===== src/hdl/omw_sqrt.sv =====
`default_nettype none

module omw_sqrt #(
    parameter int PW = 1
) (
    input  logic          i_clk,
    input  logic          i_rst_n,
    input  logic          i_en,
    input  logic          i_valid,
    input  logic [31:0]   i_val,
    input  logic [PW-1:0] i_pass,
    output logic          o_valid,
    output logic [31:0]   o_root,
    output logic [PW-1:0] o_pass
);

    // root of i_val * 2^32, one root bit per stage
    logic [32:0]   r_v;
    logic [63:0]   r_rem  [0:32];
    logic [31:0]   r_root [0:32];
    logic [PW-1:0] r_pass [0:32];

    always_ff @(posedge i_clk) begin
        if (!i_rst_n) begin
            r_v <= '0;
        end else if (i_en) begin
            r_v <= {r_v[31:0], i_valid};
        end
    end

    always_ff @(posedge i_clk) begin
        if (i_en) begin
            r_rem[0]  <= {i_val, 32'd0};
            r_root[0] <= '0;
            r_pass[0] <= i_pass;
        end
    end

    for (genvar k = 0; k < 32; k++) begin : g_stage
        localparam int I = 31 - k;
        logic [65:0] n_t;
        logic        n_ge;
        logic [63:0] n_rem;
        logic [31:0] n_root;

        // (r + 2^i)^2 - r^2 = r * 2^(i+1) + 2^(2i)
        always_comb begin
            n_t    = (66'(r_root[k]) << (I + 1)) + (66'(1) << (2 * I));
            n_ge   = 66'(r_rem[k]) >= n_t;
            n_rem  = n_ge ? (r_rem[k] - n_t[63:0]) : r_rem[k];
            n_root = r_root[k];
            n_root[I] = n_ge;
        end

        always_ff @(posedge i_clk) begin
            if (i_en) begin
                r_rem[k+1]  <= n_rem;
                r_root[k+1] <= n_root;
                r_pass[k+1] <= r_pass[k];
            end
        end
    end

    assign o_valid = r_v[32];
    assign o_root  = r_root[32];
    assign o_pass  = r_pass[32];

endmodule

`default_nettype wire


===== config.mk =====
export PLATFORM = sky130hd
export DESIGN_NAME = omw_sqrt
export DESIGN_NICKNAME = d
export VERILOG_FILES = /design/src/hdl/omw_sqrt.sv
export SDC_FILE = /design/constraint.sdc
export NUM_CORES = 2
export LEC_CHECK = 0
export BUFFER_PORTS_ARGS = -buffer_cell sky130_fd_sc_hd__buf_4
export CAP_MARGIN = 20
export CORE_MARGIN = 2
export CORE_UTILIZATION = 60
export DETAILED_ROUTE_END_ITERATION = 10
export GPL_ROUTABILITY_DRIVEN = 1
export PLACE_DENSITY = 0.8
export SYNTH_ARGS = -nofsm -noshare
export SYNTH_HDL_FRONTEND = slang
export SYNTH_SLANG_ARGS = --single-unit

===== constraint.sdc =====
create_clock -name i_clk -period 4.8 [get_ports i_clk]
set_input_delay 0.24 -clock i_clk [delete_from_list [all_inputs] [get_ports i_clk]]
set_output_delay 0.24 -clock i_clk [all_outputs]
set_load 0.03 [all_outputs]

* Word-level counts from Yosys, hierarchy flattened
Memory sizes are Yosys's and may differ from the RTL's.
Cells that the tools add are included.
** Word-level totals
- Memories kept :: 3
- Input bits :: 37
- Memory bits (read-only) :: 0
- Bits in latches :: 0
- Bits in writable memories :: 3201
- Word-level logic and storage cells :: 134
- Register bits after elaboration :: 33
** Memory list
- r_rem :: depth 33, width 64, rd ports 32, clocked after Yosys merged registers in 0, wr ports 33, RTL line 19 : logic [63:0] r_rem [0:32];
- r_root :: depth 33, width 32, rd ports 33, clocked after Yosys merged registers in 0, wr ports 33, RTL line 20 : logic [31:0] r_root [0:32];
- r_pass :: depth 33, width 1, rd ports 33, clocked after Yosys merged registers in 0, wr ports 33, RTL line 21 : logic [PW-1:0] r_pass [0:32];
** Cells by class
- Bitwise logic cells :: 0
- Reductions and logical operators :: 0
- Eq/ne operators :: 0
- Multiplexer cells :: 34
- Multipliers :: 0
- Add/sub/neg operators :: 64
- Shifts and indexed selects :: 0
- Div/mod/pow operators :: 0
- Order comparisons :: 32
** Operators with widths (number)
- 64-bit two-way mux :: 32
- 64-bit subtractor :: 2
- 64-bit by 63-bit adder with 65-bit output (second input constant) :: 1
- 64-bit by 65-bit >= comparator with 1-bit output :: 1
- 63-bit by 61-bit adder with 64-bit output (second input constant) :: 1
- 64-bit by 34-bit >= comparator with 1-bit output :: 1
- 64-bit by 35-bit >= comparator with 1-bit output :: 1
- 64-bit by 36-bit >= comparator with 1-bit output :: 1
- 64-bit by 37-bit >= comparator with 1-bit output :: 1
- 64-bit by 38-bit >= comparator with 1-bit output :: 1
- 64-bit by 39-bit >= comparator with 1-bit output :: 1
- 64-bit by 40-bit >= comparator with 1-bit output :: 1
- 64-bit by 41-bit >= comparator with 1-bit output :: 1
- 64-bit by 42-bit >= comparator with 1-bit output :: 1
- 64-bit by 43-bit >= comparator with 1-bit output :: 1
- 64-bit by 44-bit >= comparator with 1-bit output :: 1
- 64-bit by 45-bit >= comparator with 1-bit output :: 1
- 64-bit by 46-bit >= comparator with 1-bit output :: 1
- 64-bit by 47-bit >= comparator with 1-bit output :: 1
- 64-bit by 48-bit >= comparator with 1-bit output :: 1
- 64-bit by 49-bit >= comparator with 1-bit output :: 1
- 64-bit by 50-bit >= comparator with 1-bit output :: 1
- 64-bit by 51-bit >= comparator with 1-bit output :: 1
- 64-bit by 52-bit >= comparator with 1-bit output :: 1
- 73 further kinds :: 74

* Depth between registers and ports, before layout
An unclocked memory read counts as a cell.
- Depth in word-level cells :: 4
- Gate-level depth with buffers :: 16

* Worst setup path before layout
No wires, ideal clock.
- Path type :: register -> register
- Start :: mem r_rem[19][26] (netlist: r_rem[0][1242])
- End :: mem r_rem[20][46] (netlist: r_rem[0][1326]) (data pin)
- Data required time :: 4.542 ns
- Arrival time :: 3.484 ns
- Slack :: 1.059 ns
- Buffers on the path :: 0
- Period minus slack after synthesis :: 3.741 ns
- Stages on the path, launching flop included :: 12
- Cell sequence :: edfxtp_1 -> ha_1 -> fa_1 -> a21o_1 -> a21oi_1 -> o21ai_0 -> a2111oi_0 -> nor3_1 -> a41o_1 -> o31ai_1 -> or3b_2 -> xnor2_1
** RTL lines (RTL line)
- start: declaration :: 19

==> out/results.tsv <==
metric	value	unit
drt_iter0_markers	4682	
syn_area	97300	um2
slew_headroom	0.116	
ys_seq_area_frac	0.566	
clockBufferDepth	3	
die_x	407	um
worst_pin_slew	1.31	ns
p_clk_frac	0.304	
ys_types	92	
boundaryPins	71	
cp-start-kind	flop	
p_sw_frac	0.317	
die_area	165000	um2
grt_pass1_vias	67500	
post-route-period-util	0.955	
start_util	0.605	
antenna_left	0	
status	complete, no violations	
cts_setup_buffers	0	
vias_per_cell	6.06	
crit_top_cell	buf_4	
grt-ovfl-total	0	
switchingPower	16100	uW
drt_pass1_iterations	6	
endpoint_kind	flop	
clock_sinks	1843	
root_buffer	clkbuf_16	
wirelength	239000	um
dp_hpwl	176000	um
p_per_area	471	nW/um2
grt_pass1_wl	369000	um
drive_gt1_frac	0.0687	
hold_violations	0	
path_cells	ha_1 -> fa_1 -> a21o_1 -> a21oi_1 -> o21ai_0 -> a2111oi_0 -> buf_4 -> nor3_1 -> a41o_1 -> o31ai_1 -> buf_4 -> nand2_1 -> xnor2_1	
finClkSkew	0.0519	ns
gr-usage-all-layers	0.289	
total_power	50800	uW
rsz0062_at_grt	false	
detail_route.wl_per_cell	21.7	um
antenna_found_initial	0	
p_int	34700	uW
cts_made_buffers	194	
tns	0	ns
rows	147	
synth_fp_nets	9053	
area_delta_synth_final	10.8	%
crit_arrival	5.10	ns
maxCapViolCount	0	
critPathKind	reg2reg	
io_buffers	70	
cts_tree	built	
ys_async_sr_fraction	0	
cp_data_required_time	5.32	ns
slew_violations	0	
synthCells	8474	
slowest_delay	0.73	ns
vias	66812	
combPwrFrac	0.249	
yosysWarningCount	0	
critPathSlowestCell	xnor2_1	
h-tree-depth	4	
synth-main-ff-cell	edfxtp_1	
crit_path_max_fanout	5	
worstSkewPairLatency	0.86	ns
grt_max_degree	165	
fmax	0.218	GHz
place.gp.congestion	0.975	
p_leak	0.0414	uW
synth-edff-count	1810	
synth_area_per_cell	11.5	um2
drc	0	
dpl_worst_slack	0.0711	ns
ir_drop	0.461	mV
ys_ff_latch	1843	
nets	9278	
clkTransAtPathRegs	0.08	ns
core	161000	um2
setup_viol	0	
die_h	407	um
pwr-share-seq	0.448	
fin_crit	4.58	ns
fin_ws	0.217	ns
hold_class	in2reg	
[cells in the mapped netlist, types with 48 or more instances]
| cell type | instances | area, um2 |
|---|---|---|
| o21ai_0 | 491 | 2460 |
| mux2_2 | 59 | 664 |
| or3_1 | 92 | 576 |
| or4_1 | 53 | 398 |
| nor2b_1 | 119 | 744 |
| a21o_1 | 237 | 1780 |
| nand2b_1 | 95 | 594 |
| ha_1 | 527 | 6590 |
| nor2_1 | 543 | 2040 |
| a211oi_1 | 48 | 360 |
| o21bai_1 | 59 | 443 |
| xnor2_1 | 445 | 3900 |
| inv_1 | 691 | 2590 |
| edfxtp_1 | 1810 | 54400 |
| nand4_1 | 105 | 657 |
| nand2_1 | 621 | 2330 |
| o211ai_1 | 48 | 360 |
| o21a_1 | 83 | 623 |
| o31ai_1 | 53 | 398 |
| nand3_1 | 162 | 811 |
| xor2_1 | 394 | 3450 |
| clkbuf_1 | 169 | 634 |
| nor3_1 | 247 | 1240 |
| a21oi_1 | 534 | 2670 |
| nor4_1 | 158 | 988 |
[routing by layer]
metal | GRT usage | share of wire | wire length, um
met5 | 0 | 0 | 0
met4 | 0.213 | 0.082 | 19700
met3 | 0.0411 | 0.045 | 10800
met2 | 0.553 | 0.54 | 129000
met1 | 0.278 | 0.33 | 79900
[cell usage in the layout, fill, tap and decap left out, types with 39 or more instances in the layout]
master | synthesis | layout
nand3_1 | 162 | 162
edfxtp_1 | 1810 | 1810
xnor2_1 | 445 | 444
nand2b_1 | 95 | 95
or3_1 | 92 | 92
o21bai_1 | 59 | 58
mux2i_1 | 41 | 41
a211oi_1 | 48 | 48
nor2b_1 | 119 | 119
nor3_1 | 247 | 245
o21a_1 | 83 | 83
inv_1 | 691 | 691
ha_1 | 527 | 527
o211ai_1 | 48 | 48
mux2_2 | 59 | 59
nor2_1 | 543 | 542
o21ai_0 | 491 | 491
xor2_1 | 394 | 394
buf_4 | 3 | 162
nor4_1 | 158 | 156
a21oi_1 | 534 | 533
clkinv_1 | 1 | 39
clkbuf_16 | 0 | 199
o31ai_1 | 53 | 53
or4_1 | 53 | 53
nand4_1 | 105 | 105
a21o_1 | 237 | 237
and3_1 | 43 | 43
nand2_1 | 621 | 621
a31oi_1 | 41 | 41
[logic make-up after synthesis]
group | after synthesis | share of synthesized area
muxes | 101 | 0.0112
DFF | 1843 | 0.566
adders and majority gates | 542 | 0.0709
buffers and inverters | 878 | 0.0341
and+or+nand+nor | 2465 | 0.128
AOI/OAI and AO/OA | 1806 | 0.115
xor gates and xnor gates | 839 | 0.0755
[layout make-up]
class	count	area [um2]
antenna	2	5.00
clock buffer	232	5130
clock inverter	131	1480
fill	11575	53000
inverter	695	2610
multi-input combinational	5753	39000
sequential	1843	55000
tap	2160	2700
timing repair buffer	212	1840
[stage by stage]
stage                     instances   util  hold slack (ns)  instance area [um2]
final                         11028  0.671           0.0913               108000
after global routing          11026  0.671           0.0698               108000
after CTS                     11025  0.670           0.0472               108000
after detailed placement      10625  0.627            0.405               101000
after global placement        10625  0.627            0.401               101000
after floorplan                8474      -            0.339                97300
[worst paths after layout]
check | start | end | slack [ns] | cells past startpoint
worst max-delay path | r_rem[0][1242] | r_rem[0][1330] | 0.22 | 13
worst min-delay path | i_val[12] | r_rem[0][44] | 0.09 | 2
worst max register to register | r_rem[0][1242] | r_rem[0][1330] | 0.22 | 13
worst min register to register | r_pass[0][0] | r_pass[0][1] | 0.41 | 0
[registers in the layout, summed over array words and instances (netlist names)]
register  flops
r_root      528
r_v          33
r_rem      1249
r_pass       33
[critical path, delay by kind of cell, from the launching register on]
kind            cells  cell delay, ns
flops               1            0.46
fa+ha+maj           2            0.66
simple gates        2            0.15
buf+inv             2            0.40
compound gates      6            1.85
xor+xnor            1            0.73
[power by group through the flow]
| stage | sequential (uW) | clock [uW] | combinational, uW |
|---|---|---|---|
| 4_1_cts | 22600 | 15600 | 12400 |
| 3_5_place_dp | 22900 | 0 | 12300 |
| 5_1_grt | 22900 | 16300 | 13800 |
| 3_3_place_gp | 22900 | 0 | 12000 |
| 6_report | 22700 | 15400 | 12600 |
| 2_1_floorplan | 22000 | 0 | 8940 |
[what timing repair did]
action,CTS,global route
hold endpoints to repair,73,0
setup endpoints to repair,0,2
hold buffers,37,0
gates resized for setup,0,2
Note: power is estimated with default switching activity, not from simulation.
