$ cat src/hdl/omw_pkg.sv
`default_nettype none

package omw_pkg;

    localparam int GAIN_W  = 16;
    localparam int LIMIT_W = 18;
    localparam int DUTY_W  = 16;
    localparam int CFG_IDX_W  = 2;
    localparam int CFG_DATA_W = 18;

    localparam logic [CFG_IDX_W-1:0] CFG_PWM_GAIN    = 2'd0;
    localparam logic [CFG_IDX_W-1:0] CFG_SPEED_LIMIT = 2'd1;

    localparam logic [GAIN_W-1:0]  GAIN_RESET  = 16'd1194;
    localparam logic [LIMIT_W-1:0] LIMIT_RESET = 18'd34296;
    localparam logic [DUTY_W-1:0]  DUTY_MAX    = 16'hFFFF;

    localparam logic [15:0] STICK_X_CTR = 16'h8000;
    localparam logic [15:0] STICK_Y_CTR = 16'h7FFF;

    // divisor for 0.8 m/s at full trigger, and its half for rounding
    localparam logic [13:0] THR_DEN  = 14'd10230;
    localparam logic [12:0] THR_HALF = 13'd5115;

    // sqrt(3)/2 with 30 fraction bits
    localparam logic [29:0] SQ3H_Q30 = 30'd929887697;

    typedef struct packed {
        logic [GAIN_W-1:0]  pwm_gain;
        logic [LIMIT_W-1:0] speed_limit;
    } t_cfg;

endpackage

`default_nettype wire

$ cat src/hdl/omw_wheel.sv
`default_nettype none

module omw_wheel #(
    parameter int SW        = 19,
    parameter int FRAC_BITS = 12
) (
    input  logic                     i_clk,
    input  logic                     i_en,
    input  omw_pkg::t_cfg            i_cfg,
    input  logic signed [SW-1:0]     i_sum,
    output logic                     o_reverse,
    output logic [omw_pkg::DUTY_W-1:0] o_duty
);

    import omw_pkg::*;

    localparam int MW = SW + 4;
    localparam int PRW = LIMIT_W + GAIN_W;

    logic signed [MW-1:0] n_w10;
    logic [MW-1:0]        n_wu;
    logic [MW-1:0]        n_mag;
    logic [PRW-1:0]       n_sh;

    logic                 r_neg1, r_neg2, r_neg3;
    logic [MW-1:0]        r_mag1;
    logic [LIMIT_W-1:0]   r_lim2;
    logic [PRW-1:0]       r_prod3;

    always_comb begin
        n_w10 = (MW'(i_sum) <<< 3) + (MW'(i_sum) <<< 1);
        n_wu  = n_w10;
        n_mag = n_wu[MW-1] ? (~n_wu + MW'(1)) : n_wu;
        n_sh  = r_prod3 >> FRAC_BITS;
    end

    always_ff @(posedge i_clk) begin
        if (i_en) begin
            r_neg1  <= n_wu[MW-1];
            r_mag1  <= n_mag;
            r_neg2  <= r_neg1;
            r_lim2  <= (r_mag1 > MW'(i_cfg.speed_limit)) ? i_cfg.speed_limit
                                                         : r_mag1[LIMIT_W-1:0];
            r_neg3  <= r_neg2;
            r_prod3 <= PRW'(r_lim2) * PRW'(i_cfg.pwm_gain);
            o_reverse <= r_neg3;
            o_duty    <= (n_sh > PRW'(DUTY_MAX)) ? DUTY_MAX : n_sh[DUTY_W-1:0];
        end
    end

endmodule

`default_nettype wire

$ cat config.mk
export PLATFORM = sky130hd
export DESIGN_NAME = omw_wheel
export DESIGN_NICKNAME = d
export VERILOG_FILES = /design/src/hdl/omw_pkg.sv /design/src/hdl/omw_wheel.sv
export SDC_FILE = /design/constraint.sdc
export NUM_CORES = 1
export LEC_CHECK = 0
export ABC_CLOCK_PERIOD_IN_PS = 6700
export CAP_MARGIN = 30
export CORE_MARGIN = 10
export CORE_UTILIZATION = 61
export DETAILED_ROUTE_END_ITERATION = 7
export DONT_BUFFER_PORTS = 1
export HOLD_SLACK_MARGIN = 0.03
export PLACE_DENSITY = 0.83
export SYNTH_ARGS = -nofsm -noshare
export SYNTH_HDL_FRONTEND = slang
export SYNTH_SLANG_ARGS = --single-unit
$ cat constraint.sdc
create_clock -name i_clk -period 6.7 [get_ports i_clk]
set_input_delay 0.67 -clock i_clk [delete_from_list [all_inputs] [get_ports i_clk]]
set_output_delay 0.67 -clock i_clk [all_outputs]
set_load 0.1 [all_outputs]
* After elaboration in Yosys (flattened, before gate mapping)
Index checks and enable logic that the tools add are counted.
** Storage, ports and cells
- Bits in registers :: 95
- Input port bits :: 55
- Output and inout bits :: 17
** Operators by class
- $add $sub $neg :: 2
- Multipliers :: 1
- Order comparisons :: 2
- Multiplexer cells :: 2
- Bitwise logic cells :: 1
** Operator list (count)
- $mul A18 B16 Y34 :: 1
- $add A22 B20 Y23 :: 1
- $add A23 B1 Y23 const B :: 1
- $gt A23 B18 Y1 :: 1
- $not A23 Y23 :: 1
- $gt A22 B16 Y1 const B :: 1
- $mux W22 :: 1
- $mux W18 :: 1

* Longest topological paths before layout
- Depth after elaboration :: 4
- Depth in mapped cells :: 23

* Worst setup path after synthesis
No wires, ideal clock.
- Kind :: input-to-reg
- From :: input port i_cfg[27] in the netlist's numbering
- To :: register r_prod3[29], data pin
- Library setup time :: 0.263 ns
- Arrival time :: 6.262 ns
- Required time :: 6.437 ns
- Path slack :: 0.175 ns
- Stages on the path :: 23
- Path buffers :: 2
- Path through :: clkbuf_1 clkbuf_1 nand2_1 fa_1 inv_1 fa_1 inv_1 fa_1 inv_1 fa_1 fa_1 inv_1 fa_1 inv_1 ha_1 a21oi_1 nand2_1 a211oi_1 nor3b_1 o2111ai_1 a21oi_1 o32ai_1 xnor2_1
** On the way
- Cells in the longest elaborated chain, start to end :: 1
** Ends and longest elaborated chain
- start, declared :: RTL line omw_wheel.sv:9 : input omw_pkg::t_cfg i_cfg,
- $mul A18 B16 Y34 :: RTL line omw_wheel.sv:45 : r_prod3 <= PRW'(r_lim2) * PRW'(i_cfg.pwm_gain);
- end signal, assigned :: RTL line omw_wheel.sv:45
- end, declared :: RTL line omw_wheel.sv:28 : logic [PRW-1:0] r_prod3;
Every way passes these cells.
A chain may end at the register's enable or synchronous reset.

* Worst setup path in the final report
- From :: register r_lim2[10]
- To :: register r_prod3[29], data pin
** On the way
- Cells in the longest elaborated chain, start to end :: 1
** Ends and longest elaborated chain
- start, declared :: RTL line omw_wheel.sv:27 : logic [LIMIT_W-1:0] r_lim2;
- start signal, assigned :: RTL line omw_wheel.sv:42 : r_lim2 <= (r_mag1 > MW'(i_cfg.speed_limit)) ? i_cfg.speed_limit
- $mul A18 B16 Y34 :: RTL line omw_wheel.sv:45
Every way passes these cells.

==> impl_metrics.env <==
export IMPL_cts_hold_buffers=0
export IMPL_via_count=10100
export IMPL_cts_sink_count=82
export IMPL_crit_path_end_kind="flip-flop"
export IMPL_worst_pin_slew_ns=0.940
export IMPL_worst_path_buf_inv=5
export IMPL_startpoint_type="flip-flop"
export IMPL_syn_inst=1423
export IMPL_synthArstFlopShare_pct=0
export IMPL_path_class="flip-flop to flip-flop"
export IMPL_rrSetupSlack_ns=0.24
export IMPL_grt_pass1_wl_mm=53.3
export IMPL_cap_violations=0
export IMPL_initial_core_util_pct=62.4
export IMPL_met1_length_mm=11.7
export IMPL_crit_family="adder cells"
export IMPL_holdPathEnd="r_neg2"
export IMPL_fin_nets=1863
export IMPL_reg2reg_depth=21
export IMPL_grt_pass1_vias=10600
export IMPL_cpMostUsedCell="fa_1"
export IMPL_layout_cells_non_filler=1732
export IMPL_overflow=0
export IMPL_globalplace_congestion=0.884
export IMPL_yosysSeqAreaShare_pct=18.0
export IMPL_chipWidth_um=170
export IMPL_routed_top_layer="met4"
export IMPL_routed_wl_mm=33.0
export IMPL_dieHeight_um=170
export IMPL_worstPathMaxFanout=7
export IMPL_hold_path_class="flip-flop to flip-flop"
export IMPL_ios=72
export IMPL_diodes=0
export IMPL_hold_viol_final=0
export IMPL_post_dp_hpwl_mm=25.6
export IMPL_fin_util_pct=66.6
export IMPL_synth_area_um2=13700
export IMPL_root_buffer="clkbuf_16"
export IMPL_setup_viol=0
export IMPL_rows=54
export IMPL_cp_arrival_ns=6.55
export IMPL_wl_met3_mm=2.91
export IMPL_met2_length_mm=17.0
export IMPL_synth_edf_count=82
export IMPL_post_route_period_util_pct=96.4
export IMPL_syn_to_final_growth_pct=6.86
export IMPL_cpMaxStageDelayCell="edfxtp_1"
export IMPL_crit_chain="and2_1, fa_1, inv_1, fa_1, fa_1, inv_1, fa_1, fa_1, inv_1, fa_1, inv_1, ha_1, a21oi_1, nand2_2, a211oi_4, nor3b_1, buf_4, o2111ai_1, a21oi_1, o32ai_2, xnor2_1"
export IMPL_synthFlopType="edfxtp_1"
export IMPL_drt_vias_per_instance=5.82
export IMPL_min_period_ns=6.46
export IMPL_finalSetupTns_ns=0
export IMPL_layout_drive_gt1_share_pct=8.47
export IMPL_avgSynthCellArea_um2=9.62
export IMPL_grt_max_degree=83
export IMPL_drt_pass1_iter_count=5
export IMPL_cts_tree="done"
export IMPL_hold_depth=0
export IMPL_insertion_delay_ns=0.35
export IMPL_die_area_um2=28800
export IMPL_dp_cells=1684
export IMPL_slew_viol_final=0
export IMPL_drt_initial_drc_count=740
export IMPL_core_area_um2=22000
export IMPL_timing_fmax_mhz=155
export IMPL_htree_levels=3
export IMPL_r2r_end="r_prod3[29]"
export IMPL_cp_required_ns=6.80
export IMPL_ys_warn_count=0
export IMPL_track_usage_pct=23.3
export IMPL_yosysUniqueCellTypes=61
export IMPL_rr_startpoint="r_lim2[10]"
export IMPL_wire_per_inst_um=19.1
export IMPL_clk_path_buf_depth=2
export IMPL_antenna_found_initial=1
export IMPL_slew_headroom_pct=37.3
export IMPL_synth_seq_cells=82
export IMPL_status="completed"
export IMPL_synth_nets=1839
export IMPL_drtAntennaViolNets=0
export IMPL_cpPeakStageDelay_ns=0.58
export IMPL_fin_skew_ns=0.0123
export IMPL_cts_made_buffers=9
export IMPL_min_delay_start="r_neg1"
export IMPL_drc=0
export IMPL_portBuffers=0
export IMPL_cts_clk_slew_worst_paths_ns=0.06
-- layout make-up --
class	count	area, µm²
fill	1608	7320
sequential	82	2460
timing repair buffer	56	443
tap	280	350
clock buffer	9	225
clock inverter	7	53.8
inverter	284	1070
multi-input combinational	1014	10000
-- Yosys cell counts (4+ instances only) --
library cell | instances | share of area, %
xnor2_1 | 38 | 2.4
o31ai_1 | 9 | 0.49
nand2_1 | 189 | 5.2
a21o_1 | 10 | 0.55
nor2_1 | 44 | 1.2
o211ai_1 | 8 | 0.44
nand2b_1 | 7 | 0.32
o21a_1 | 9 | 0.49
edfxtp_1 | 82 | 18
mux2_2 | 17 | 1.4
nor3_1 | 9 | 0.33
nand4_1 | 7 | 0.32
or2_2 | 16 | 0.73
inv_1 | 284 | 7.8
xor2_1 | 12 | 0.77
nand3_1 | 14 | 0.51
ha_1 | 139 | 13
fa_1 | 222 | 32
clkbuf_1 | 41 | 1.1
a21oi_1 | 37 | 1.4
a31oi_1 | 4 | 0.18
and2_1 | 133 | 6.1
o21ai_0 | 29 | 1.1
a21boi_0 | 5 | 0.27
a211oi_1 | 5 | 0.27
-- layer usage --
layer	global-route usage, %	vias up
li1	-	4528
met4	8.89	0
met5	0	-
met2	41.7	433
met1	26.8	4997
met3	4.70	119
-- kinds of logic (layout without fill, tap and decap cells) --
group / Yosys count / count (layout) / share of synthesized area (%)
AOI/OAI and AO/OA: 145 / 145 / 7.16
xor gates and xnor gates: 50 / 50 / 3.20
adders and majority gates: 361 / 361 / 45.2
buffers and inverters: 327 / 356 / 9.05
DFF: 82 / 82 / 18.0
muxes: 18 / 18 / 1.47
and+or+nand+nor: 440 / 440 / 16.0
-- how the worst max path moves through the flow --
stage / from / endpoint / slack [ns] / cells past startpoint
2_1_floorplan: i_cfg[27] / r_prod3[29] / 0.18 / 23
3_3_place_gp: r_lim2[5] / r_prod3[29] / -0.06 / 22
3_5_place_dp: r_lim2[5] / r_prod3[29] / -0.20 / 22
4_1_cts: r_lim2[8] / r_prod3[29] / 0.01 / 21
5_1_grt: r_lim2[2] / r_prod3[33] / -0.02 / 24
6_report: r_lim2[10] / r_prod3[29] / 0.24 / 21
-- timing repair --
item	CTS	global route
hold endpoints to repair	0	0
pin swaps	0	1
buffers inserted	6	26
resized for setup	1	6
setup endpoints to repair	8	12
-- worst reg2reg max path: cells and delay by family (launching register included) --
family | cells | cell delay [ns]
AOI/OAI and AO/OA | 5 | 1.24
xor gates and xnor gates | 1 | 0.10
adders and majority gates | 7 | 3.43
buffers and inverters | 5 | 0.37
DFF | 1 | 0.58
and+or+nand+nor | 3 | 0.48
-- cells in the final DEF, fill, tap and decap left out, types with 29 or more instances in the layout --
cell / instances
and2_1: 133
ha_1: 139
edfxtp_1: 82
a21oi_1: 36
nor2_1: 44
nand2_1: 188
xnor2_1: 38
inv_1: 284
buf_4: 53
o21ai_0: 29
fa_1: 222
-- stage by stage --
| stage | worst slack, ns | cell area (µm²) | hold slack [ns] |
|---|---|---|---|
| 2_1_floorplan | 0.175 | 13700 | 0.400 |
| 3_3_place_gp | -0.0570 | 14100 | 0.402 |
| 3_5_place_dp | -0.197 | 14100 | 0.408 |
| 4_1_cts | 0.0136 | 14400 | 0.413 |
| 5_1_grt | -0.0185 | 14600 | 0.409 |
| 6_report | 0.242 | 14600 | 0.419 |
-- state kept, by name, indices dropped and copies added (netlist names) --
name,count
r_mag1,22
r_prod3,22
r_lim2,18
o_duty,16
o_reverse,1
r_neg1,1
r_neg2,1
r_neg3,1
Power is left out: the tool's default activity adds up to more than one toggle a clock period on the data nets, which glitch-free logic cannot reach.
