[src/hdl/omw_div.sv]
`default_nettype none

module omw_div #(
    parameter int NW = 16,
    parameter int DW = 8,
    parameter int QW = 8,
    parameter int PW = 1
) (
    input  logic          i_clk,
    input  logic          i_rst_n,
    input  logic          i_en,
    input  logic          i_valid,
    input  logic [NW-1:0] i_num,
    input  logic [DW-1:0] i_den,
    input  logic [PW-1:0] i_pass,
    output logic          o_valid,
    output logic [QW-1:0] o_quot,
    output logic [PW-1:0] o_pass
);

    localparam int EW = NW + QW;

    logic [QW:0]   r_v;
    logic [NW-1:0] r_rem  [0:QW];
    logic [DW-1:0] r_den  [0:QW];
    logic [QW-1:0] r_q    [0:QW];
    logic [PW-1:0] r_pass [0:QW];

    always_ff @(posedge i_clk) begin
        if (!i_rst_n) begin
            r_v <= '0;
        end else if (i_en) begin
            r_v <= {r_v[QW-1:0], i_valid};
        end
    end

    always_ff @(posedge i_clk) begin
        if (i_en) begin
            r_rem[0]  <= i_num;
            r_den[0]  <= i_den;
            r_q[0]    <= '0;
            r_pass[0] <= i_pass;
        end
    end

    // one quotient bit per stage, most significant first
    for (genvar k = 0; k < QW; k++) begin : g_stage
        localparam int J = QW - 1 - k;
        logic [EW-1:0] n_dsh;
        logic          n_ge;
        logic [NW-1:0] n_rem;
        logic [QW-1:0] n_q;

        always_comb begin
            n_dsh = EW'(r_den[k]) << J;
            n_ge  = EW'(r_rem[k]) >= n_dsh;
            n_rem = n_ge ? (r_rem[k] - n_dsh[NW-1:0]) : r_rem[k];
            n_q    = r_q[k];
            n_q[J] = n_ge;
        end

        always_ff @(posedge i_clk) begin
            if (i_en) begin
                r_rem[k+1]  <= n_rem;
                r_den[k+1]  <= r_den[k];
                r_q[k+1]    <= n_q;
                r_pass[k+1] <= r_pass[k];
            end
        end
    end

    assign o_valid = r_v[QW];
    assign o_quot  = r_q[QW];
    assign o_pass  = r_pass[QW];

endmodule

`default_nettype wire

[config.mk]
export PLATFORM = sky130hd
export DESIGN_NAME = omw_div
export DESIGN_NICKNAME = d
export VERILOG_FILES = /design/src/hdl/omw_div.sv
export SDC_FILE = /design/constraint.sdc
export NUM_CORES = 1
export LEC_CHECK = 0
export ABC_AREA = 0
export BUFFER_PORTS_ARGS = -buffer_cell sky130_fd_sc_hd__buf_2
export CORE_ASPECT_RATIO = 0.75
export CORE_MARGIN = 2
export CORE_UTILIZATION = 57
export DETAILED_ROUTE_END_ITERATION = 16
export GPL_ROUTABILITY_DRIVEN = 0
export PLACE_DENSITY = 0.74
export SLEW_MARGIN = 30
export SYNTH_ARGS = -nofsm -noshare
export SYNTH_HDL_FRONTEND = slang
export SYNTH_SLANG_ARGS = --single-unit
export TNS_END_PERCENT = 50
[constraint.sdc]
create_clock -name i_clk -period 2.7 [get_ports i_clk]
set_input_delay 0.135 -clock i_clk [delete_from_list [all_inputs] [get_ports i_clk]]
set_output_delay 0.135 -clock i_clk [all_outputs]
set_load 0.03 [all_outputs]
# [Yosys cells after proc, flatten, opt, wreduce, memory -nomap -nowiden]
# Memories as Yosys holds them, arrays and structs flattened.
# Cells that the tools add are included.
[word_totals] register_bits=9 ram_bits=297 input_bits=29 wordCells=31 mem_count=4
[classes] add_sub_neg=8 order_cmp=8 n_mux=10
[memory_table] memory="r_rem" depth=9 word_bits=16 rd=8 rd_ports_with_merged_regs=0 wr=9 line_no="24" text="logic [NW-1:0] r_rem [0:QW];"
[memory_table] memory="r_den" depth=9 word_bits=8 rd=8 rd_ports_with_merged_regs=0 wr=9 line_no="25" text="logic [DW-1:0] r_den [0:QW];"
[memory_table] memory="r_q" depth=9 word_bits=8 rd=9 rd_ports_with_merged_regs=0 wr=9 line_no="26" text="logic [QW-1:0] r_q [0:QW];"
[memory_table] memory="r_pass" depth=9 word_bits=1 rd=9 rd_ports_with_merged_regs=0 wr=9 line_no="27" text="logic [PW-1:0] r_pass [0:QW];"
[ops] op="two-way mux 16 bit" n=8
[ops] op=">= comparator 16 x 10 -> 1 bit" n=1
[ops] op=">= comparator 16 x 11 -> 1 bit" n=1
[ops] op=">= comparator 16 x 12 -> 1 bit" n=1
[ops] op=">= comparator 16 x 13 -> 1 bit" n=1
[ops] op=">= comparator 16 x 14 -> 1 bit" n=1
[ops] op=">= comparator 16 x 15 -> 1 bit" n=1
[ops] op=">= comparator 16 x 8 -> 1 bit" n=1
[ops] op=">= comparator 16 x 9 -> 1 bit" n=1
[ops] op="subtractor 16 x 10 -> 16 bit" n=1
[ops] op="subtractor 16 x 11 -> 16 bit" n=1
[ops] op="subtractor 16 x 12 -> 16 bit" n=1
[ops] op="subtractor 16 x 13 -> 16 bit" n=1
[ops] op="subtractor 16 x 14 -> 16 bit" n=1
[ops] op="subtractor 16 x 15 -> 16 bit" n=1
[ops] op="subtractor 16 x 8 -> 16 bit" n=1
[ops] op="subtractor 16 x 9 -> 16 bit" n=1
[ops] op="two-way mux 1 bit" n=2

# [Depth between registers and ports, before layout]
# An unclocked memory read counts as a cell.
[depth] ltp_word=3 ltp_mapped=11

# [Worst setup path before layout]
# OpenSTA, ideal clock, no wires.
[synth_path] kind="reg2reg" startpoint="memory r_den[3][0], in the netlist r_den[0][24]" endpoint="memory r_rem[4][13], in the netlist r_rem[0][77] (data pin)" setup_time_ns=0.271 arrival_time_ns=2.140 required_ns=2.429 path_slack_ns=0.289 path_stages_with_launch=10 n_path_buf=1 period_less_slack_ns=2.411 cell_sequence="edfxtp_1 -> ha_1 -> fa_1 -> nand2b_1 -> a21oi_1 -> a211oi_1 -> and2_1 -> buf_2 -> nor4_1 -> xor2_1"
[synth_rtl] item="start, declared" line_no="25"
[synth_rtl] item="end, declared" line_no="24"

==> impl_metrics.prom <==
# TYPE chip_impl_metric gauge
chip_impl_metric{name="cts.htree.levels",unit=""} 1
chip_impl_metric{name="finalMaxSlewViolations",unit=""} 0
chip_impl_info{name="cp-end-kind",value="register"} 1
chip_impl_metric{name="critical_path_peak_fanout",unit=""} 18
chip_impl_metric{name="combinational_power_share",unit=""} 0.246
chip_impl_metric{name="final_design_area_no_fill",unit="µm²"} 13300
chip_impl_metric{name="postCtsSetupBuffers",unit=""} 0
chip_impl_metric{name="p_leak",unit="nW"} 5.11
chip_impl_info{name="synth_flop_cell",value="sky130_fd_sc_hd__edfxtp_1"} 1
chip_impl_metric{name="full_die_area",unit="µm²"} 21600
chip_impl_metric{name="tritoncts.num_buffers",unit=""} 25
chip_impl_metric{name="die_w",unit="µm"} 169
chip_impl_metric{name="wire_per_inst",unit="µm"} 16.1
chip_impl_metric{name="timing.final.hold_violations",unit=""} 0
chip_impl_info{name="outcome",value="finished clean"} 1
chip_impl_metric{name="p_int",unit="W"} 0.00804
chip_impl_metric{name="half_perimeter_wire_length_after_detailed_placement",unit="µm"} 14200
chip_impl_metric{name="io_pins",unit=""} 39
chip_impl_info{name="min-delay-path-class",value="in -> reg"} 1
chip_impl_metric{name="fraction_of_the_core_area_covered_by_cells_at_the_end_of_the_flow",unit=""} 0.661
chip_impl_metric{name="vias_per_cell",unit=""} 5.58
chip_impl_metric{name="floorplan.die.height",unit="µm"} 128
chip_impl_metric{name="drv_cap",unit=""} 0
chip_impl_metric{name="netlist_area",unit="µm²"} 11600
chip_impl_metric{name="num_vias",unit=""} 7078
chip_impl_metric{name="edff_count_synth",unit=""} 237
chip_impl_metric{name="cts.clk_slew.worst_paths",unit="ns"} 0.06
chip_impl_info{name="timing.setup.critical_path_class",value="reg -> reg"} 1
chip_impl_info{name="grt_setup_unrepaired",value="true"} 1
chip_impl_metric{name="drt_pass1_iterations",unit=""} 5
chip_impl_metric{name="number_of_global_route_vias_before_repair",unit=""} 6853
chip_impl_metric{name="synth-seq-area-share",unit=""} 0.627
chip_impl_metric{name="cp_data_arrival_time",unit="ns"} 2.84
chip_impl_metric{name="grt_pass1_wl",unit="µm"} 33700
chip_impl_metric{name="period_needed",unit="ns"} 2.58
chip_impl_metric{name="pwr-share-seq",unit=""} 0.479
chip_impl_metric{name="clock_insertion_delay_worst_skew",unit="ns"} 0.52
chip_impl_metric{name="initial_utilization",unit=""} 0.579
chip_impl_metric{name="power_density",unit="nW/µm²"} 844
chip_impl_metric{name="clkPwrFrac",unit=""} 0.275
chip_impl_metric{name="syn_area_per_cell",unit="µm²"} 13.0
chip_impl_metric{name="setup.reg_to_reg.worst_slack",unit="ns"} 0.12
chip_impl_metric{name="vdd_drop_max",unit="mV"} 0.533
chip_impl_metric{name="row_count",unit=""} 45
chip_impl_info{name="root_buffer",value="sky130_fd_sc_hd__clkbuf_16"} 1
chip_impl_metric{name="drc",unit=""} 0
chip_impl_metric{name="syn2layout_area_growth",unit="%"} 14.3
chip_impl_info{name="tritoncts_clock_tree",value="yes"} 1
chip_impl_metric{name="switchingPower",unit="W"} 0.00318
chip_impl_metric{name="required_time_worst_endpoint",unit="ns"} 2.97
chip_impl_metric{name="number_of_buffers_on_the_longest_clock_path",unit=""} 3
chip_impl_info{name="layout_commonest_cell",value="sky130_fd_sc_hd__edfxtp_1"} 1
chip_impl_metric{name="syn-num-nets",unit=""} 993
chip_impl_metric{name="largest_net_degree_at_the_start_of_global_routing",unit=""} 78
chip_impl_metric{name="design.final.nets",unit=""} 1095
chip_impl_metric{name="routed_wl",unit="µm"} 20400
chip_impl_info{name="mostFrequentLayoutCells",value="237 x sky130_fd_sc_hd__edfxtp_1, 84 x sky130_fd_sc_hd__inv_1, 71 x sky130_fd_sc_hd__nor2_1"} 1
chip_impl_info{name="setup.worst_path.start_class",value="register"} 1
chip_impl_metric{name="setup_viol",unit=""} 0
chip_impl_metric{name="drive_above_1_share",unit=""} 0.115
chip_impl_metric{name="number_of_antenna_violations_at_the_first_check_in_global_routing",unit=""} 0
chip_impl_metric{name="synthesized_flop_and_latch_total",unit=""} 246
chip_impl_metric{name="antenna_violating_nets_post_route",unit=""} 0
chip_impl_metric{name="synthesis.yosys.warnings",unit=""} 0
chip_impl_metric{name="dpl-instance-area",unit="µm²"} 12300
chip_impl_metric{name="async_reset_ff_frac",unit=""} 0
chip_impl_metric{name="maxSlewHeadroom",unit=""} 0.604
chip_impl_metric{name="worst_slew_pin_slew",unit="ns"} 0.594
chip_impl_metric{name="post_synth_num_cell_types",unit=""} 65
chip_impl_metric{name="skew",unit="ns"} 0.0187
chip_impl_metric{name="insertedDiodeCount",unit=""} 0
chip_impl_metric{name="fp.coreArea",unit="µm²"} 20100
chip_impl_metric{name="syn-instance-count",unit=""} 893
chip_impl_metric{name="swShare",unit=""} 0.284
chip_impl_metric{name="final_min_period_over_clock_period",unit=""} 0.955
chip_impl_metric{name="timing.fmax",unit="MHz"} 388
chip_impl_metric{name="io_buffer_count",unit=""} 38
chip_impl_metric{name="dr.first_iter.drc_count",unit=""} 651
chip_impl_metric{name="grt_overflow",unit=""} 0
chip_impl_metric{name="clock_sinks",unit=""} 246
chip_impl_metric{name="p_total",unit="W"} 0.0112
chip_impl_metric{name="groute.usage.overall",unit=""} 0.194
[synth_stat cells, types with 3 or more instances]
master,instances,share of area
sky130_fd_sc_hd__mux2_2,13,0.013
sky130_fd_sc_hd__mux2i_1,12,0.010
sky130_fd_sc_hd__nor4b_1,3,0.0023
sky130_fd_sc_hd__and3_1,5,0.0027
sky130_fd_sc_hd__o21ai_0,44,0.019
sky130_fd_sc_hd__o211ai_1,4,0.0026
sky130_fd_sc_hd__nor2b_1,22,0.012
sky130_fd_sc_hd__a21boi_0,3,0.0019
sky130_fd_sc_hd__ha_1,64,0.069
sky130_fd_sc_hd__nand3_1,10,0.0043
sky130_fd_sc_hd__a21o_1,7,0.0045
sky130_fd_sc_hd__nor4_1,4,0.0022
sky130_fd_sc_hd__a211oi_1,6,0.0039
sky130_fd_sc_hd__or3_1,6,0.0032
sky130_fd_sc_hd__o21a_1,17,0.011
sky130_fd_sc_hd__edfxtp_1,237,0.61
sky130_fd_sc_hd__mux2_1,3,0.0029
sky130_fd_sc_hd__a31oi_1,7,0.0038
sky130_fd_sc_hd__nor2_1,71,0.023
sky130_fd_sc_hd__xor2_1,19,0.014
sky130_fd_sc_hd__o31a_1,4,0.0030
sky130_fd_sc_hd__buf_2,6,0.0026
sky130_fd_sc_hd__a21oi_1,56,0.024
sky130_fd_sc_hd__xnor2_1,26,0.020
sky130_fd_sc_hd__inv_1,84,0.027
sky130_fd_sc_hd__nand2_1,48,0.015
sky130_fd_sc_hd__dfxtp_1,9,0.015
sky130_fd_sc_hd__nand2b_1,14,0.0075
sky130_fd_sc_hd__or4_1,8,0.0052
sky130_fd_sc_hd__a31o_2,3,0.0023
sky130_fd_sc_hd__nor3_1,13,0.0056
sky130_fd_sc_hd__o31ai_1,7,0.0045
sky130_fd_sc_hd__fa_1,7,0.012
sky130_fd_sc_hd__nand4_1,6,0.0032
sky130_fd_sc_hd__and2_1,3,0.0016
[power groups by stage]
stage | clock network [W] | logic [W] | registers (W)
after floorplan | 0 | 0.00205 | 0.00532
after global placement | 0 | 0.00261 | 0.00544
after detailed placement | 0 | 0.00268 | 0.00545
after CTS | 0.00316 | 0.00274 | 0.00537
after global routing | 0.00331 | 0.00310 | 0.00544
final | 0.00309 | 0.00276 | 0.00537
[per-stage QoR]
stage / cells / TNS [ns] / hold slack (ns) / setup WS, ns
2_1_floorplan: 893 / 0 / 0.234 / 0.289
5_1_grt: 1268 / -0.0303 / 0.143 / -0.0303
6_report: 1268 / 0 / 0.118 / 0.121
4_1_cts: 1268 / 0 / 0.121 / 0.115
3_3_place_gp: 1198 / 0 / 0.311 / 0.212
3_5_place_dp: 1198 / 0 / 0.313 / 0.130
[metal layers]
| metal | wire length [µm] | vias to the layer above | part of all wire | GRT usage |
|---|---|---|---|---|
| met5 | 0 | - | 0 | 0 |
| met4 | 502 | 0 | 0.025 | 0.0598 |
| met3 | 908 | 41 | 0.045 | 0.0275 |
| met2 | 9140 | 191 | 0.45 | 0.306 |
| met1 | 9840 | 3350 | 0.48 | 0.285 |
| li1 | - | 3496 | - | - |
[sequential cells by signal, summed over array words and instances (netlist names)]
register / flops
r_den: 64
r_pass: 9
r_q: 36
r_rem: 128
r_v: 9
[worst max-delay path, stage by stage, from the launching register on]
cell and delay, ns:
sky130_fd_sc_hd__edfxtp_1 0.40, sky130_fd_sc_hd__ha_1 0.35, sky130_fd_sc_hd__a21o_1 0.21, sky130_fd_sc_hd__or3_1 0.33, sky130_fd_sc_hd__o211ai_1 0.48, sky130_fd_sc_hd__o21ai_4 0.23
sky130_fd_sc_hd__mux2_2 0.32
[path summary, 6_finish.rpt]
kind | depth (start not counted) | to | startpoint
setup / recovery | 6 | r_rem[0][116]$_DFFE_PP_ | r_rem[0][101]$_DFFE_PP_
setup reg to reg | 6 | r_rem[0][116]$_DFFE_PP_ | r_rem[0][101]$_DFFE_PP_
hold / removal | 1 | r_pass[0][0]$_DFFE_PP_ | i_en
hold reg to reg | 0 | r_q[0][31]$_DFFE_PP_ | r_q[0][23]$_DFFE_PP_
[final cells by class]
type / instances / area, µm²
Sequential cell: 246 / 7300
Fill cell: 1434 / 6810
Multi-Input combinational cell: 551 / 3970
Timing Repair Buffer: 85 / 661
Clock buffer: 28 / 637
Inverter: 86 / 323
Tap cell: 258 / 323
Clock inverter: 14 / 87.6
[cell families (layout without fill, tap and decap cells)]
logic type                 Yosys count  after routing  share of synthesized area
AOI/OAI and AO/OA                  179            179                     0.0987
xor gates and xnor gates            45             45                     0.0339
adders and majority gates           71             71                     0.0809
buffers and inverters               96            213                     0.0329
DFF                                246            246                      0.627
muxes                               28             28                     0.0258
and+or+nand+nor                    228            228                      0.100
[timing repair]
item | in CTS | in global routing
hold buffers | 28 | 0
resized for setup | 0 | 2
endpoints found under the setup margin | 0 | 6
endpoints found under the hold margin | 34 | 0
Note: power is estimated with default switching activity, not from simulation.
